==> config.mk <==
export PLATFORM = sky130hd
export DESIGN_NAME = multilevel_queue_job_scheduler
export DESIGN_NICKNAME = d
export VERILOG_FILES = /design/src/sv/mlq_pkg.sv /design/src/sv/mlq_ram.sv /design/src/sv/mlq_cell.sv /design/src/sv/multilevel_queue_job_scheduler.sv
export SDC_FILE = /design/constraint.sdc
export NUM_CORES = 2
export LEC_CHECK = 0
export BUFFER_PORTS_ARGS = -buffer_cell sky130_fd_sc_hd__buf_2
export CORE_MARGIN = 2
export CORE_UTILIZATION = 35
export CTS_CLUSTER_SIZE = 10
export DETAILED_ROUTE_END_ITERATION = 8
export GPL_TIMING_DRIVEN = 0
export HOLD_SLACK_MARGIN = 0.05
export PLACE_DENSITY = 0.55
export SYNTH_ARGS = -nofsm -noshare
export SYNTH_HDL_FRONTEND = slang
export SYNTH_HIERARCHICAL = 1
export SYNTH_SLANG_ARGS = --single-unit
export TNS_END_PERCENT = 100
==> constraint.sdc <==
create_clock -name clk -period 19.2 [get_ports clk]
set_input_delay 3.84 -clock clk [delete_from_list [all_inputs] [get_ports clk]]
set_output_delay 3.84 -clock clk [all_outputs]
set_load 0.005 [all_outputs]
==> src/sv/mlq_pkg.sv <==
// Shared types, codes and helpers for the multilevel queue scheduler.
// Used by the job cell chain and the scheduler top level; no dependencies.
package mlq_pkg;

    // One job as held by a cell of the chain
    typedef struct packed {
        logic        valid;
        logic [15:0] number;
        logic [1:0]  level;
        logic [7:0]  wait_cnt;
    } entry_t;

    // One buffered enqueue or remove command
    typedef struct packed {
        logic        is_remove;
        logic [15:0] target;
        logic [1:0]  prio;
    } cmd_t;

    // Cell operations
    localparam logic [1:0] CELL_HOLD  = 2'd0;
    localparam logic [1:0] CELL_AGE   = 2'd1;
    localparam logic [1:0] CELL_SORT  = 2'd2;
    localparam logic [1:0] CELL_SHIFT = 2'd3;

    // Control broadcast to every cell
    typedef struct packed {
        logic [1:0] op;
        logic       parity;
        logic       load;
        logic [7:0] elapsed;
        logic [7:0] threshold;
    } cell_ctl_t;

    // Input modes
    localparam logic [1:0] MODE_TICK    = 2'd0;
    localparam logic [1:0] MODE_ENQUEUE = 2'd1;
    localparam logic [1:0] MODE_REMOVE  = 2'd2;
    localparam logic [1:0] MODE_FINISH  = 2'd3;

    // Result status codes
    localparam logic [1:0] STATUS_OK         = 2'd0;
    localparam logic [1:0] STATUS_CMD_FULL   = 2'd1;
    localparam logic [1:0] STATUS_TABLE_FULL = 2'd2;
    localparam logic [1:0] STATUS_NOT_FOUND  = 2'd3;

    // Queue levels
    localparam logic [1:0] LEVEL_NONE  = 2'd0;
    localparam logic [1:0] LEVEL_ONE   = 2'd1;
    localparam logic [1:0] LEVEL_TWO   = 2'd2;
    localparam logic [1:0] LEVEL_THREE = 2'd3;

    // Configuration register indexes
    localparam logic [1:0] REG_SLICE_ONE   = 2'd0;
    localparam logic [1:0] REG_SLICE_TWO   = 2'd1;
    localparam logic [1:0] REG_SLICE_THREE = 2'd2;
    localparam logic [1:0] REG_THRESHOLD   = 2'd3;

    // One result item
    typedef struct packed {
        logic [15:0] assigned_job;
        logic [1:0]  running_level;
        logic [15:0] running_job;
        logic        running_valid;
        logic        pass_done;
        logic [1:0]  status;
    } result_t;

    // Sort key: levels in order, empty cells last
    function automatic logic [2:0] sort_key(entry_t e);
        return e.valid ? {1'b0, e.level} : 3'd4;
    endfunction

    // Slice length of a level, a zero register acting as one tick
    function automatic logic [7:0] slice_pick(logic [1:0] level, logic [7:0] s1,
                                              logic [7:0] s2, logic [7:0] s3);
        logic [7:0] v;
        case (level)
            LEVEL_THREE: v = s3;
            LEVEL_TWO:   v = s2;
            default:     v = s1;
        endcase
        return (v == 8'd0) ? 8'd1 : v;
    endfunction

endpackage

==> src/sv/mlq_ram.sv <==
// Generic single write port RAM with one registered read port.
// No dependencies; holds the command buffer of the scheduler.
module mlq_ram #(
    parameter int unsigned WIDTH = 8,
    parameter int unsigned DEPTH = 4,
    parameter int unsigned AW    = (DEPTH > 1) ? $clog2(DEPTH) : 1
) (
    input  logic             clk,
    input  logic             we,
    input  logic [AW-1:0]    waddr,
    input  logic [WIDTH-1:0] wdata,
    input  logic [AW-1:0]    raddr,
    output logic [WIDTH-1:0] rdata
);

    logic [WIDTH-1:0] mem [DEPTH];
    logic [WIDTH-1:0] rdata_reg;

    // Write port
    always_ff @(posedge clk)
    begin
        if (we)
        begin
            mem[waddr] <= wdata;
        end
    end

    // Registered read
    always_ff @(posedge clk)
    begin
        rdata_reg <= mem[raddr];
    end

    assign rdata = rdata_reg;

endmodule

==> src/sv/mlq_cell.sv <==
// One cell of the job chain: holds a waiting job and ages, sorts or shifts it.
// Depends on mlq_pkg for the entry and control types.
module mlq_cell #(
    parameter int unsigned IDX  = 0,
    parameter bit          LAST = 1'b0
) (
    input  logic              clk,
    input  logic              rst_n,
    input  mlq_pkg::cell_ctl_t ctl,
    input  mlq_pkg::entry_t    left,
    input  mlq_pkg::entry_t    right,
    input  mlq_pkg::entry_t    tail,
    output mlq_pkg::entry_t    ent
);
    import mlq_pkg::*;

    localparam bit ODD   = (IDX % 2) == 1;
    localparam bit FIRST = (IDX == 0);

    logic        valid_reg, valid_next;
    entry_t      data_reg, data_next;
    entry_t      cur;
    logic [8:0]  sum;
    logic [7:0]  sat;

    always_comb
    begin
        cur       = data_reg;
        cur.valid = valid_reg;
    end

    // Select the next content of this cell
    always_comb
    begin
        data_next = cur;
        sum       = {1'b0, cur.wait_cnt} + {1'b0, ctl.elapsed};
        sat       = sum[8] ? 8'hFF : sum[7:0];
        case (ctl.op)
            CELL_AGE:
            begin
                if (LAST && ctl.load)
                begin
                    data_next = tail;
                end
                else if (cur.valid)
                begin
                    data_next.wait_cnt = sat;
                    if ((cur.level == LEVEL_TWO || cur.level == LEVEL_THREE)
                        && sat >= ctl.threshold)
                    begin
                        data_next.level    = cur.level - 2'd1;
                        data_next.wait_cnt = 8'd0;
                    end
                end
            end
            CELL_SORT:
            begin
                if (ODD == ctl.parity)
                begin
                    if (!LAST && sort_key(cur) > sort_key(right))
                    begin
                        data_next = right;
                    end
                end
                else
                begin
                    if (!FIRST && sort_key(left) > sort_key(cur))
                    begin
                        data_next = left;
                    end
                end
            end
            CELL_SHIFT:
            begin
                data_next = LAST ? tail : right;
            end
            default:
            begin
                data_next = cur;
            end
        endcase
        valid_next = data_next.valid;
    end

    // Hold the valid flag; reset clears it
    always_ff @(posedge clk or negedge rst_n)
    begin
        if (!rst_n)
        begin
            valid_reg <= 1'b0;
        end
        else
        begin
            valid_reg <= valid_next;
        end
    end

    // Hold the payload
    always_ff @(posedge clk)
    begin
        data_reg <= data_next;
    end

    assign ent = cur;

endmodule

==> src/sv/multilevel_queue_job_scheduler.sv <==
// Multilevel queue job scheduler with aging, built on a chain of job cells.
// Depends on mlq_pkg, mlq_ram (command buffer) and mlq_cell (job chain).
// An item that runs no pass has its result registered in the cycle after transfer.
// A pass runs the states AGE, SORT_A, PICK, SORT_C and DONE, with ROT and SORT_B before PICK
// for a remove command that misses the running job; each SORT state is an odd-even sweep.
// One item at a time; results wait in a two-entry output queue.
// Reset (rst_n, async low) empties the chain, the levels, the command buffer.
module multilevel_queue_job_scheduler #(
    parameter int unsigned JOB_SLOTS     = 16,
    parameter int unsigned COMMAND_DEPTH = 4
) (
    input  logic        clk,
    input  logic        rst_n,
    input  logic        s_tvalid,
    output logic        s_tready,
    input  logic [23:0] s_tdata,   // target_job[15:0], priority_req[17:16], zero pad
    input  logic [1:0]  s_tuser,   // mode[1:0]
    output logic        m_tvalid,
    input  logic        m_tready,
    output logic [39:0] m_tdata,   // status[1:0], pass_done[2], running_valid[3],
                                   // running_job[19:4], running_level[21:20],
                                   // assigned_job[37:22], zero pad
    input  logic        cfg_valid,
    output logic        cfg_ready,
    input  logic [1:0]  cfg_index,
    input  logic [7:0]  cfg_data
);
    import mlq_pkg::*;

    localparam int unsigned RND_W = $clog2(JOB_SLOTS);
    localparam int unsigned CNT_W = $clog2(JOB_SLOTS + 1);
    localparam int unsigned PTR_W = (COMMAND_DEPTH > 1) ? $clog2(COMMAND_DEPTH) : 1;
    localparam int unsigned CCW   = $clog2(COMMAND_DEPTH + 1);
    localparam int unsigned CMD_W = $bits(cmd_t);

    localparam logic [2:0] ST_IDLE   = 3'd0;
    localparam logic [2:0] ST_AGE    = 3'd1;
    localparam logic [2:0] ST_SORT_A = 3'd2;
    localparam logic [2:0] ST_ROT    = 3'd3;
    localparam logic [2:0] ST_SORT_B = 3'd4;
    localparam logic [2:0] ST_PICK   = 3'd5;
    localparam logic [2:0] ST_SORT_C = 3'd6;
    localparam logic [2:0] ST_DONE   = 3'd7;

    logic [2:0]       state_reg, state_next;
    logic [RND_W-1:0] round_reg, round_next;
    logic [7:0]       countdown_reg, countdown_next;
    logic [15:0]      number_reg, number_next;
    logic [CNT_W-1:0] job_count_reg, job_count_next;
    logic             run_valid_reg, run_valid_next;
    logic             run_finished_reg, run_finished_next;
    logic [15:0]      run_number_reg, run_number_next;
    logic [1:0]       run_level_reg, run_level_next;
    logic             need_rot_reg, need_rot_next;
    logic             found_reg, found_next;
    logic [1:0]       pass_status_reg, pass_status_next;
    logic [15:0]      assigned_reg, assigned_next;
    logic [15:0]      target_reg, target_next;
    logic [PTR_W-1:0] rd_ptr_reg, rd_ptr_next;
    logic [PTR_W-1:0] wr_ptr_reg, wr_ptr_next;
    logic [CCW-1:0]   cmd_cnt_reg, cmd_cnt_next;
    logic [7:0]       slice_one_reg, slice_two_reg, slice_three_reg, threshold_reg;
    result_t          q_reg [2];
    result_t          q_next [2];
    logic [1:0]       q_cnt_reg, q_cnt_next;

    logic             s_fire, pop, push;
    result_t          push_data;
    logic [1:0]       mode;
    cmd_t             in_cmd, head_cmd;
    logic [CMD_W-1:0] ram_rdata;
    logic             ram_we;
    logic [15:0]      new_number;
    logic [1:0]       enq_level;
    logic             load;
    logic             match;
    logic             round_last;
    logic             run_keep;
    cell_ctl_t        ctl;
    entry_t           tail;
    entry_t           cell_q  [JOB_SLOTS];
    entry_t           left_in [JOB_SLOTS];
    entry_t           right_in[JOB_SLOTS];

    assign mode      = s_tuser;
    assign s_tready  = (state_reg == ST_IDLE) && (q_cnt_reg != 2'd2);
    assign s_fire    = s_tvalid && s_tready;
    assign pop       = m_tvalid && m_tready;
    assign cfg_ready = 1'b1;

    assign in_cmd.is_remove = (mode == MODE_REMOVE);
    assign in_cmd.target    = s_tdata[15:0];
    assign in_cmd.prio      = s_tdata[17:16];
    assign head_cmd         = cmd_t'(ram_rdata);

    assign new_number = (number_reg == 16'hFFFF) ? 16'd1 : number_reg + 16'd1;
    assign enq_level  = (head_cmd.prio == LEVEL_NONE) ? LEVEL_ONE : head_cmd.prio;
    assign round_last = (round_reg == RND_W'(JOB_SLOTS - 1));
    assign match      = cell_q[0].valid && (cell_q[0].number == target_reg) && !found_reg;
    assign run_keep   = run_valid_reg && !run_finished_reg;
    assign load       = (state_reg == ST_AGE) && (cmd_cnt_reg != '0) && !head_cmd.is_remove
                        && (job_count_reg != CNT_W'(JOB_SLOTS));

    // Command buffer storage
    mlq_ram #(
        .WIDTH (CMD_W),
        .DEPTH (COMMAND_DEPTH),
        .AW    (PTR_W)
    ) u_cmd_ram (
        .clk   (clk),
        .we    (ram_we),
        .waddr (wr_ptr_reg),
        .wdata (in_cmd),
        .raddr (rd_ptr_reg),
        .rdata (ram_rdata)
    );

    // Drive the cell chain control
    always_comb
    begin
        ctl.op        = CELL_HOLD;
        ctl.parity    = round_reg[0];
        ctl.load      = load;
        ctl.elapsed   = run_valid_reg ? slice_pick(run_level_reg, slice_one_reg,
                                                   slice_two_reg, slice_three_reg) : 8'd1;
        ctl.threshold = threshold_reg;
        tail          = cell_q[0];
        case (state_reg)
            ST_AGE:
            begin
                ctl.op        = CELL_AGE;
                tail.valid    = 1'b1;
                tail.number   = new_number;
                tail.level    = enq_level;
                tail.wait_cnt = 8'd0;
            end
            ST_SORT_A, ST_SORT_B, ST_SORT_C:
            begin
                ctl.op = CELL_SORT;
            end
            ST_ROT:
            begin
                ctl.op     = CELL_SHIFT;
                tail.valid = cell_q[0].valid && !match;
            end
            ST_PICK:
            begin
                ctl.op        = cell_q[0].valid ? CELL_SHIFT : CELL_HOLD;
                tail.valid    = run_keep;
                tail.number   = run_number_reg;
                tail.level    = run_level_reg;
                tail.wait_cnt = 8'd0;
            end
            default:
            begin
                ctl.op = CELL_HOLD;
            end
        endcase
    end

    // Job cell chain
    for (genvar i = 0; i < JOB_SLOTS; i++)
    begin : g_cell
        if (i == 0)
        begin : g_first
            assign left_in[i] = cell_q[i];
        end
        else
        begin : g_mid
            assign left_in[i] = cell_q[i-1];
        end
        if (i == JOB_SLOTS - 1)
        begin : g_last
            assign right_in[i] = tail;
        end
        else
        begin : g_inner
            assign right_in[i] = cell_q[i+1];
        end
        mlq_cell #(
            .IDX  (i),
            .LAST (i == JOB_SLOTS - 1)
        ) u_cell (
            .clk   (clk),
            .rst_n (rst_n),
            .ctl   (ctl),
            .left  (left_in[i]),
            .right (right_in[i]),
            .tail  (tail),
            .ent   (cell_q[i])
        );
    end

    // Sequence items and scheduling passes
    always_comb
    begin
        state_next        = state_reg;
        round_next        = round_reg;
        countdown_next    = countdown_reg;
        number_next       = number_reg;
        job_count_next    = job_count_reg;
        run_valid_next    = run_valid_reg;
        run_finished_next = run_finished_reg;
        run_number_next   = run_number_reg;
        run_level_next    = run_level_reg;
        need_rot_next     = need_rot_reg;
        found_next        = found_reg;
        pass_status_next  = pass_status_reg;
        assigned_next     = assigned_reg;
        target_next       = target_reg;
        rd_ptr_next       = rd_ptr_reg;
        wr_ptr_next       = wr_ptr_reg;
        cmd_cnt_next      = cmd_cnt_reg;
        ram_we            = 1'b0;
        push              = 1'b0;
        push_data.status        = STATUS_OK;
        push_data.pass_done     = 1'b0;
        push_data.running_valid = run_valid_reg;
        push_data.running_job   = run_valid_reg ? run_number_reg : 16'd0;
        push_data.running_level = run_valid_reg ? run_level_reg : LEVEL_NONE;
        push_data.assigned_job  = 16'd0;
        case (state_reg)
            ST_IDLE:
            begin
                if (s_fire)
                begin
                    case (mode)
                        MODE_TICK:
                        begin
                            if (countdown_reg > 8'd1)
                            begin
                                countdown_next = countdown_reg - 8'd1;
                                push           = 1'b1;
                            end
                            else
                            begin
                                state_next = ST_AGE;
                            end
                        end
                        MODE_ENQUEUE, MODE_REMOVE:
                        begin
                            push = 1'b1;
                            if (cmd_cnt_reg == CCW'(COMMAND_DEPTH))
                            begin
                                push_data.status = STATUS_CMD_FULL;
                            end
                            else
                            begin
                                ram_we       = 1'b1;
                                cmd_cnt_next = cmd_cnt_reg + CCW'(1);
                                wr_ptr_next  = (wr_ptr_reg == PTR_W'(COMMAND_DEPTH - 1))
                                               ? '0 : wr_ptr_reg + PTR_W'(1);
                            end
                        end
                        default:
                        begin
                            push = 1'b1;
                            if (run_valid_reg)
                            begin
                                run_finished_next = 1'b1;
                            end
                        end
                    endcase
                end
            end
            ST_AGE:
            begin
                pass_status_next = STATUS_OK;
                assigned_next    = 16'd0;
                need_rot_next    = 1'b0;
                found_next       = 1'b0;
                target_next      = head_cmd.target;
                round_next       = '0;
                state_next       = ST_SORT_A;
                if (cmd_cnt_reg != '0)
                begin
                    cmd_cnt_next = cmd_cnt_reg - CCW'(1);
                    rd_ptr_next  = (rd_ptr_reg == PTR_W'(COMMAND_DEPTH - 1))
                                   ? '0 : rd_ptr_reg + PTR_W'(1);
                    if (head_cmd.is_remove)
                    begin
                        if (run_valid_reg && run_number_reg == head_cmd.target)
                        begin
                            run_valid_next    = 1'b0;
                            run_finished_next = 1'b0;
                            job_count_next    = job_count_reg - CNT_W'(1);
                        end
                        else
                        begin
                            need_rot_next = 1'b1;
                        end
                    end
                    else if (load)
                    begin
                        number_next    = new_number;
                        assigned_next  = new_number;
                        job_count_next = job_count_reg + CNT_W'(1);
                    end
                    else
                    begin
                        pass_status_next = STATUS_TABLE_FULL;
                    end
                end
            end
            ST_SORT_A:
            begin
                round_next = round_reg + RND_W'(1);
                if (round_last)
                begin
                    round_next = '0;
                    state_next = need_rot_reg ? ST_ROT : ST_PICK;
                end
            end
            ST_ROT:
            begin
                round_next = round_reg + RND_W'(1);
                if (match)
                begin
                    found_next = 1'b1;
                end
                if (round_last)
                begin
                    round_next = '0;
                    state_next = ST_SORT_B;
                    if (found_reg || match)
                    begin
                        job_count_next = job_count_reg - CNT_W'(1);
                    end
                    else
                    begin
                        pass_status_next = STATUS_NOT_FOUND;
                    end
                end
            end
            ST_SORT_B:
            begin
                round_next = round_reg + RND_W'(1);
                if (round_last)
                begin
                    round_next = '0;
                    state_next = ST_PICK;
                end
            end
            ST_PICK:
            begin
                round_next = '0;
                state_next = ST_SORT_C;
                if (run_valid_reg && run_finished_reg)
                begin
                    job_count_next = job_count_reg - CNT_W'(1);
                    run_valid_next = 1'b0;
                end
                run_finished_next = 1'b0;
                if (cell_q[0].valid)
                begin
                    run_valid_next  = 1'b1;
                    run_number_next = cell_q[0].number;
                    run_level_next  = cell_q[0].level;
                end
            end
            ST_SORT_C:
            begin
                round_next = round_reg + RND_W'(1);
                if (round_last)
                begin
                    round_next = '0;
                    state_next = ST_DONE;
                end
            end
            default:
            begin
                push                   = 1'b1;
                push_data.status       = pass_status_reg;
                push_data.pass_done    = 1'b1;
                push_data.assigned_job = assigned_reg;
                countdown_next         = run_valid_reg
                                         ? slice_pick(run_level_reg, slice_one_reg,
                                                      slice_two_reg, slice_three_reg)
                                         : 8'd1;
                state_next             = ST_IDLE;
            end
        endcase
    end

    // Advance the output queue
    always_comb
    begin
        q_next[0]  = q_reg[0];
        q_next[1]  = q_reg[1];
        q_cnt_next = q_cnt_reg;
        if (pop)
        begin
            q_next[0]  = q_reg[1];
            q_cnt_next = q_cnt_reg - 2'd1;
        end
        if (push)
        begin
            if (q_cnt_next == 2'd0)
            begin
                q_next[0] = push_data;
            end
            else
            begin
                q_next[1] = push_data;
            end
            q_cnt_next = q_cnt_next + 2'd1;
        end
    end

    // Control registers
    always_ff @(posedge clk or negedge rst_n)
    begin
        if (!rst_n)
        begin
            state_reg        <= ST_IDLE;
            round_reg        <= '0;
            countdown_reg    <= 8'd1;
            number_reg       <= 16'd0;
            job_count_reg    <= '0;
            run_valid_reg    <= 1'b0;
            run_finished_reg <= 1'b0;
            need_rot_reg     <= 1'b0;
            found_reg        <= 1'b0;
            rd_ptr_reg       <= '0;
            wr_ptr_reg       <= '0;
            cmd_cnt_reg      <= '0;
            q_cnt_reg        <= 2'd0;
            slice_one_reg    <= 8'd1;
            slice_two_reg    <= 8'd2;
            slice_three_reg  <= 8'd5;
            threshold_reg    <= 8'd10;
        end
        else
        begin
            state_reg        <= state_next;
            round_reg        <= round_next;
            countdown_reg    <= countdown_next;
            number_reg       <= number_next;
            job_count_reg    <= job_count_next;
            run_valid_reg    <= run_valid_next;
            run_finished_reg <= run_finished_next;
            need_rot_reg     <= need_rot_next;
            found_reg        <= found_next;
            rd_ptr_reg       <= rd_ptr_next;
            wr_ptr_reg       <= wr_ptr_next;
            cmd_cnt_reg      <= cmd_cnt_next;
            q_cnt_reg        <= q_cnt_next;
            if (cfg_valid && cfg_ready)
            begin
                case (cfg_index)
                    REG_SLICE_ONE:   slice_one_reg   <= cfg_data;
                    REG_SLICE_TWO:   slice_two_reg   <= cfg_data;
                    REG_SLICE_THREE: slice_three_reg <= cfg_data;
                    default:         threshold_reg   <= cfg_data;
                endcase
            end
        end
    end

    // Payload registers
    always_ff @(posedge clk)
    begin
        run_number_reg  <= run_number_next;
        run_level_reg   <= run_level_next;
        pass_status_reg <= pass_status_next;
        assigned_reg    <= assigned_next;
        target_reg      <= target_next;
        q_reg[0]        <= q_next[0];
        q_reg[1]        <= q_next[1];
    end

    assign m_tvalid = (q_cnt_reg != 2'd0);
    assign m_tdata  = {2'b00, q_reg[0]};

`ifndef SYNTHESIS
    a_job_count_bound: assert property (@(posedge clk) disable iff (!rst_n)
        job_count_reg <= CNT_W'(JOB_SLOTS))
        else $error("job count exceeds slot count");

    a_cmd_count_bound: assert property (@(posedge clk) disable iff (!rst_n)
        cmd_cnt_reg <= CCW'(COMMAND_DEPTH))
        else $error("command buffer count exceeds depth");

    a_out_no_overflow: assert property (@(posedge clk) disable iff (!rst_n)
        push |-> (q_cnt_reg != 2'd2) || pop)
        else $error("output queue overflow");

    a_load_free_cell: assert property (@(posedge clk) disable iff (!rst_n)
        load |-> !cell_q[JOB_SLOTS-1].valid)
        else $error("enqueue into an occupied tail cell");

    a_pick_runs: assert property (@(posedge clk) disable iff (!rst_n)
        (state_reg == ST_PICK) && cell_q[0].valid |=> run_valid_reg)
        else $error("picked head did not start running");
`endif

endmodule
==> impl_metrics.tcl <==
set metrics [dict create \
    pin_count 84 \
    rr_worst_depth 21 \
    final_cells 6254 \
    worst_ep_required_time_ps 15360 \
    max_cap_violations 0 \
    firstDrtPassIters 7 \
    layout_setup_ws_ps 13040 \
    yosysMostFrequentCell "edfxtp_1" \
    row_count 134 \
    ant_nets 0 \
    cts_buffer_depth 3 \
    final_hold_viol_count 0 \
    end_kind "primary output" \
    cts_tree "built" \
    rsz0062_at_grt "no" \
    cp_max_fo 10 \
    min_path_type "flip-flop to flip-flop" \
    crit_type "flip-flop to primary output" \
    final-setup-viol-count 0 \
    clk_latency_ps 720 \
    clock.fmax_mhz 162 \
    ctsResizeCount 0 \
    syn_area_sq_um 47000 \
    clock_power_share_pct 31.1 \
    pwr-share-seq_pct 39.7 \
    peakVddDrop_v 0.0000655 \
    whs_path_depth 0 \
    wl_per_cell_um 20.1 \
    startpoint_type "flip-flop" \
    ys_async_sr_fraction_pct 13.2 \
    route.detailed.drc 0 \
    wl_met1_mm 59.4 \
    place_inst 6100 \
    die-height_um 370 \
    ys_warn_count 6 \
    min_period_ps 6160 \
    yosysUniqueCellTypes 109 \
    tightest_slew_ps 1450 \
    overflow 0 \
    htree_levels 3 \
    grtUsageTotal_pct 18.1 \
    routed.top_layer "met4" \
    met3WireLength_mm 5.17 \
    coreArea_sq_um 133000 \
    synth_edf_count 582 \
    dieWidth_um 370 \
    dr_wl_met2_mm 58.6 \
    layout-drive-gt1-share_pct 18.4 \
    num-fill-cells 13000 \
    p_per_area_nw_per_um2 94.6 \
    syn_inst 4241 \
    ys_seq_area_share_pct 44.8 \
    port_buffers 74 \
    clk_pin_slew_ps 60 \
    cts_setup_buffers 0 \
    p_leak_nw 19.8 \
    synthTopCellsByCount "582 x edfxtp_1, 393 x ha_1, 334 x inv_1, 320 x mux2_2, 318 x nand2_1" \
    place.gp.congestion 0.845 \
    first_global_vias 32200 \
    area_delta_synth_final_pct 12.0 \
    ctsRootBufferMaster "clkbuf_16" \
    outcome "completed" \
    cts_hold_buf 0 \
    synth.top_cell.area_share_pct 37.2 \
    synth_area_leader_cell "edfxtp_1" \
    finalSetupTns_ps 0 \
    max_slew_margin_pct 3.13 \
    ys.flop_type "edfxtp_1" \
    antenna_found_initial 1 \
    largest_reg_flops 416 \
    switching_power_mw 1.57 \
    drtIter0Drc 2195 \
    syn_area_per_cell_sq_um 11.1 \
    fin_crit_sh_pct 32.1 \
    finalCoreUtilization_pct 39.4 \
    cts_buffers 87 \
    slew_violations 0 \
    switching_share_pct 31.6 \
    vias 32800 \
    crit_arrival_ps 2320 \
    place_ws_ps 12430 \
    pwr-share-comb_pct 29.2 \
    via_per_inst 5.25 \
    nNetsFinal 4872 \
    grt_max_degree 86 \
    grt_pass1_wl_mm 193 \
    start_util_pct 35.2 \
    p_int_mw 3.41 \
    yosys-top-cells-area "edfxtp_1 37%, ha_1 10%, mux2_2 7.7%" \
    skew_ps 59.3 \
    hpwlAfterDp_mm 95.0 \
    drt-total-wl_mm 126 \
    cts.sinks 736 \
    die-area_sq_um 137000 \
    synth-seq-cells 736 \
]
per-layer routing:
| metal | vias up | global-route usage [%] |
|---|---|---|
| met4 | 0 | 4.84 |
| met5 | - | 0 |
| li1 | 16000 | - |
| met3 | 137 | 1.89 |
| met2 | 715 | 29.8 |
| met1 | 16000 | 25.2 |
power groups by stage:
stage	clock [mW]	combinational (mW)	sequential [mW]
detailed placement	0	1.46	2.01
global route	1.65	1.62	1.99
finish	1.55	1.45	1.98
global placement	0	1.40	2.02
CTS	1.59	1.46	1.98
floorplan	0	1.08	1.96
kinds of logic (layout without fill, tap and decap cells):
| logic type | Yosys count | in the layout | synth area share, % |
|---|---|---|---|
| multiplexers | 550 | 550 | 13.2 |
| AO/OA/AOI/OAI | 872 | 872 | 12.7 |
| AND/OR/NAND/NOR | 1032 | 1032 | 11.1 |
| adder cells (fa/ha/maj) | 410 | 410 | 11.2 |
| flip-flops | 736 | 736 | 44.8 |
| buffers and inverters | 532 | 775 | 5.05 |
| XOR/XNOR | 107 | 107 | 1.99 |
| other | 2 | 4 | 0.0160 |
area by class of cell:
cell class / count / area, sq um / share of cell area (%)
Antenna cell: 1 / 2.50 / 0.00475
Sequential cell: 736 / 21100 / 40.0
Tap cell: 1768 / 2210 / 4.20
Timing Repair Buffer: 90 / 703 / 1.34
Clock buffer: 137 / 2420 / 4.59
Inverter: 337 / 1270 / 2.42
Multi-Input combinational cell: 2974 / 23700 / 45.0
Buffer: 195 / 1100 / 2.09
Clock inverter: 16 / 213 / 0.404
path summary, 6_finish.rpt:
path                                                from                         end  slack (ps)
worst max-delay path                        state_reg[0]                    s_tready       13040
worst min-delay path            g_cell[1].u_cell/ent[14]    g_cell[0].u_cell/ent[14]         440
worst max register to register          run_level_reg[1]     g_cell[4].u_cell/ent[8]       13060
worst min register to register  g_cell[1].u_cell/ent[14]    g_cell[0].u_cell/ent[14]         440
max in group asynchronous                          rst_n            threshold_reg[3]       15420
min in group asynchronous                          rst_n  g_cell[5].u_cell/valid_reg        2970
placed cells by master, fill, tap and decap left out, drive strengths merged, types with 16 or more instances in the layout:
| master | count |
|---|---|
| nand4 | 29 |
| dfxtp | 57 |
| and2 | 85 |
| nand3 | 75 |
| a211oi | 21 |
| clkbuf | 218 |
| nand2 | 323 |
| o31ai | 45 |
| nor3 | 62 |
| ha | 393 |
| a31oi | 37 |
| nor2 | 222 |
| edfxtp | 582 |
| fa | 17 |
| nor2b | 61 |
| nand2b | 34 |
| dfrtp | 90 |
| and3 | 35 |
| xnor2 | 81 |
| a21o | 31 |
| clkinv | 18 |
| xor2 | 26 |
| o211ai | 18 |
| o21a | 37 |
| o21ai | 196 |
| buf | 203 |
| or4 | 29 |
| mux4 | 19 |
| or2 | 18 |
| a31o | 44 |
| o22ai | 79 |
| mux2i | 210 |
| nor3b | 16 |
| inv | 335 |
| mux2 | 321 |
| a21oi | 246 |
critical path, stage by stage, from the launching register on:
cell and delay [ps]:
dfrtp_1 360, buf_4 160, nor2_1 360, nand2_1 180, clkbuf_1 280, nor2_1 150, buf_2 120
through the flow:
step	hold WS, ps	instance area (sq um)	power [mW]
6_report	441	52600	4.98
5_1_grt	450	52600	5.26
4_1_cts	441	52600	5.03
3_5_place_dp	429	50000	3.47
3_3_place_gp	427	49600	3.42
2_1_floorplan	420	47000	3.05
Note: power is estimated with default switching activity, not from simulation.
